`config.mk`:
```
export PLATFORM = sky130hd
export DESIGN_NAME = pi_ctrl
export DESIGN_NICKNAME = d
export VERILOG_FILES = /design/src/rtl/pi_pkg.sv /design/src/rtl/pi_ctrl.sv
export SDC_FILE = /design/constraint.sdc
export NUM_CORES = 1
export LEC_CHECK = 0
export ABC_CLOCK_PERIOD_IN_PS = 1300
export CORE_AREA = 2 2 39 41
export DETAILED_ROUTE_END_ITERATION = 6
export DIE_AREA = 0 0 41 43
export DONT_BUFFER_PORTS = 1
export GPL_TIMING_DRIVEN = 0
export SLEW_MARGIN = 20
export SYNTH_ARGS = -nofsm -noshare
export SYNTH_HDL_FRONTEND = slang
export SYNTH_SLANG_ARGS = --single-unit
```
`constraint.sdc`:
```
create_clock -name clk -period 1.3 [get_ports clk]
set_input_delay 0.26 -clock clk [delete_from_list [all_inputs] [get_ports clk]]
set_output_delay 0.26 -clock clk [all_outputs]
set_load 0.02 [all_outputs]
```
`src/rtl/pi_pkg.sv`:
```
// Package for the interpolated percentile block: sizes, FSM state and
// controller/datapath command and status structs. No dependencies.
`default_nettype none
package pi_pkg;
  localparam int SAMPLE_W = 32;
  localparam int DEPTH    = 1024;
  localparam int ADDR_W   = $clog2(DEPTH);
  localparam int CNT_W    = ADDR_W + 1;
  localparam int FRAC_W   = 17;
  localparam int Q_W      = 16;
  localparam int USED_W   = 11;

  localparam logic [FRAC_W-1:0] FRAC_ONE   = FRAC_W'(65536);
  localparam logic [FRAC_W-1:0] FRAC_RESET = FRAC_W'(32768);
  localparam logic [CNT_W-1:0]  CNT_FULL   = CNT_W'(DEPTH);

  typedef enum logic [3:0] {
    ST_IDLE, ST_SEEK, ST_CMP, ST_CALC, ST_RDLO, ST_RDHI, ST_TAKEHI, ST_MUL, ST_EMIT
  } state_t;

  typedef struct packed {
    logic load;     // capture sample, start insert at the tail
    logic drop;     // store full, mark overflow
    logic rd_prev;  // read entry below insert point
    logic shift;    // move read entry up one place
    logic place;    // write sample at insert point
    logic calc;     // position, neighbour indexes, fraction
    logic rd_lo;
    logic rd_hi;
    logic take_lo;
    logic take_hi;
    logic mul;
    logic emit;
  } cmd_t;

  typedef struct packed {
    logic full;
    logic pos_zero;
    logic greater;
    logic last;
    logic out_busy;
  } sts_t;
endpackage
`default_nettype wire

```
`src/rtl/pi_ctrl.sv`:
```
// Controller FSM: sorted insertion walk and interpolation sequence.
// Depends on pi_pkg.
`default_nettype none
module pi_ctrl (
  input  wire logic          clk,
  input  wire logic          rst,
  input  wire logic          in_valid,
  input  wire logic          in_last,
  output logic               in_ready,
  input  wire pi_pkg::sts_t  sts,
  output pi_pkg::cmd_t       cmd
);
  pi_pkg::state_t state, state_next;

  always_ff @(posedge clk) begin
    if (rst) state <= pi_pkg::ST_IDLE;
    else     state <= state_next;
  end

  always_comb begin
    state_next = state;
    cmd        = '0;
    in_ready   = 1'b0;
    case (state)
      pi_pkg::ST_IDLE: begin
        in_ready = 1'b1;
        if (in_valid) begin
          cmd.load = 1'b1;
          if (sts.full) begin
            cmd.drop = 1'b1;
            if (in_last) state_next = pi_pkg::ST_CALC;
          end else begin
            state_next = pi_pkg::ST_SEEK;
          end
        end
      end
      pi_pkg::ST_SEEK: begin
        if (sts.pos_zero) begin
          cmd.place  = 1'b1;
          state_next = sts.last ? pi_pkg::ST_CALC : pi_pkg::ST_IDLE;
        end else begin
          cmd.rd_prev = 1'b1;
          state_next  = pi_pkg::ST_CMP;
        end
      end
      pi_pkg::ST_CMP: begin
        if (sts.greater) begin
          cmd.shift  = 1'b1;
          state_next = pi_pkg::ST_SEEK;
        end else begin
          cmd.place  = 1'b1;
          state_next = sts.last ? pi_pkg::ST_CALC : pi_pkg::ST_IDLE;
        end
      end
      pi_pkg::ST_CALC: begin
        cmd.calc   = 1'b1;
        state_next = pi_pkg::ST_RDLO;
      end
      pi_pkg::ST_RDLO: begin
        cmd.rd_lo  = 1'b1;
        state_next = pi_pkg::ST_RDHI;
      end
      pi_pkg::ST_RDHI: begin
        cmd.take_lo = 1'b1;
        cmd.rd_hi   = 1'b1;
        state_next  = pi_pkg::ST_TAKEHI;
      end
      pi_pkg::ST_TAKEHI: begin
        cmd.take_hi = 1'b1;
        state_next  = pi_pkg::ST_MUL;
      end
      pi_pkg::ST_MUL: begin
        cmd.mul    = 1'b1;
        state_next = pi_pkg::ST_EMIT;
      end
      pi_pkg::ST_EMIT: begin
        if (!sts.out_busy) begin
          cmd.emit   = 1'b1;
          state_next = pi_pkg::ST_IDLE;
        end
      end
      default: state_next = pi_pkg::ST_IDLE;
    endcase
  end
endmodule
`default_nettype wire

```
==> impl_metrics.ini <==
[floorplanning]
die-area_um2 = 1760
io_pins = 22
die-width_um = 41
dieHeight_um = 43
core_area_um2 = 1380
rows = 14
start_util_pct = 26.9

[critical_path]
reg2regPathDepth = 3
arrival_ns = 1.40
worstPathRequired_ns = 1.04
crit_fanout = 5
endpoint = cmd[10]
reg2reg_to = state[0]
r2r-start = state[0]
critPathLaunch = state[0]
worst-setup-path-type = reg2out
r2r_slack_ns = -0.04
critPathCaptureType = primary output
cp-start-kind = flop

[detailed_routing]
routed_via_density = 5.39
wl_per_cell_um = 13.7
ant_nets = 0
vias = 372
drt-initial-drc-count = 5
drc = 0
routed_wl_um = 945
firstDrtPassIters = 3

[finish]
finalNetCount = 64
finalInstanceArea_um2 = 539
register_area_um2 = 83.8
synthToLayoutAreaGrowth_pct = 44.6
multi_input_area_um2 = 355
regMostFlops = state
n_antenna_cell = 0
drive_gt1_share_pct = 49.1
fillers = 151
largest_reg_flops = 4
top_regs = state x4

[timing]
hold_violations = 0
setup_ws_ns = -0.356
rsz0062_at_grt = true
fin_skew_ns = 0.00277
max_slew_margin_pct = 64.0
slew_viol_final = 0
fin_hold_ws_ns = 0.103
post-route-period-util_pct = 127
period_minus_slack_ns = 1.66
finalSetupViolations = 15
worst-slew-pin-transition_ns = 0.536
fmax_mhz = 604

[clock_tree]
cts_buffer_depth = 2
htreeDepth = 1
cts.sinks = 4
path_clk_slew_ns = 0.03
post_cts_buffers = 0
clock_latency_ns = 0.23
cts_buffers = 3
cts_tree = built
ctsHoldBuffers = 0
cts_root_buf = clkbuf_4

[synthesis]
synth_cell_types = 27
syn-cell-area_um2 = 373
synthTopCellsByArea = dfxtp_1 (21%), nor2_1 (7.0%), nor4_4 (5.7%), nand2b_1 (5.0%), nor2b_1 (5.0%)
ys_seq_elements = 4
synth-main-ff-cell = dfxtp_1
postSynthNetCount = 59
synth-edff-count = 0
yosysTopAreaCell = dfxtp_1
synth_area_per_cell_um2 = 7.46
synth_common_cells = nor2_1 (7), dfxtp_1 (4)
async_flop_share_pct = 0
ys_warn_count = 0
synth_most_common_cell = nor2_1
synth_seq_area_share_pct = 21.5
synth_cells = 50
synth.top_cell.area_share_pct = 21.5

[place]
gp_congestion = 0.735
place_hpwl_um = 707
port_buffers = 0
placed_area_um2 = 437

[grt]
antenna_found_initial = 0
first_global_vias = 344
grt_overflow = 0
grt_use_total_pct = 11.8
grt_max_degree = 11
grt_pass1_wl_mm = 1.37

[power_and_ir_drop]
power.ir.vdd_worst_mv = 0.461
p_leak_nw = 0.182
p_per_area_nw_per_um2 = 1040

[run]
maxCapViolCount = 0

[outcome]
status = complete, but fails checks
violations = negative setup slack

[hold_path]
hold_class = in2reg
where the power goes:
part	leakage, nW	internal, mW	switching (mW)
clock	0.0138	0.103	0.0447
sequential	0.0338	0.137	0.0163
combinational	0.135	0.106	0.154
metrics by stage:
stage                     power [mW]  utilization [%]  TNS [ns]  setup WS [ns]  std cells
after floorplan                0.331                -    -0.344         -0.124         50
after global placement         0.357             31.6    -0.897         -0.202         66
after detailed placement       0.360             31.6     -1.02         -0.206         66
after CTS                      0.567             38.4     -3.14         -0.386         69
after global routing           0.593             39.0     -3.73         -0.414         69
final                          0.562             39.0     -2.81         -0.356         69
worst max-delay path, stage by stage (launching register included):
cell     delay (ns)
dfxtp_2        0.34
nor4_4         0.52
and3_4         0.31
repair_timing:
action	in CTS	in global routing
cloned	0	0
setup endpoints to repair	15	15
endpoints found under the hold margin	0	0
resized for setup	19	2
pin swaps	4	0
layer usage:
metal  part of all wire [%]  vias up  GRT usage [%]
met4                    1.1        0           10.0
li1                       -      182              -
met2                     51       12           16.6
met5                      0        -              0
met3                    6.0        2           2.62
met1                     42      176           14.2
layout make-up:
class | instances | share of cell area, %
Multi-Input combinational cell | 39 | 65.9
Sequential cell | 4 | 15.5
Buffer | 5 | 9.28
Clock buffer | 3 | 4.18
Tap cell | 16 | 3.71
Inverter | 2 | 1.39
cells by family (layout without fill, tap and decap cells):
group / count (synthesis) / after routing / share of synthesized area, %
xor gates and xnor gates: 1 / 1 / 2.35
DFF: 4 / 4 / 21.5
and+or+nand+nor: 29 / 29 / 48.3
AOI/OAI and AO/OA: 9 / 9 / 16.8
buffers and inverters: 7 / 10 / 11.1
worst min-delay path by stage:
| stage | from | slack (ns) | cells after the start | to |
|---|---|---|---|---|
| global route | rst | 0.10 | 1 | state[3] |
| detailed placement | rst | 0.34 | 1 | state[3] |
| CTS | rst | 0.09 | 1 | state[3] |
| finish | rst | 0.10 | 1 | state[3] |
| global placement | rst | 0.34 | 1 | state[3] |
| floorplan | rst | 0.33 | 1 | state[3] |
placed cells by master, fill, tap and decap left out, drive strengths merged, types with 2 or more instances in the layout:
master,instances
nor3,2
nand2,3
clkbuf,3
or2,2
nor4,3
dfxtp,4
a21oi,2
buf,5
o211ai,2
inv,2
nor2b,3
nand2b,3
nor2,7
Power figures use the tool's default switching activity.
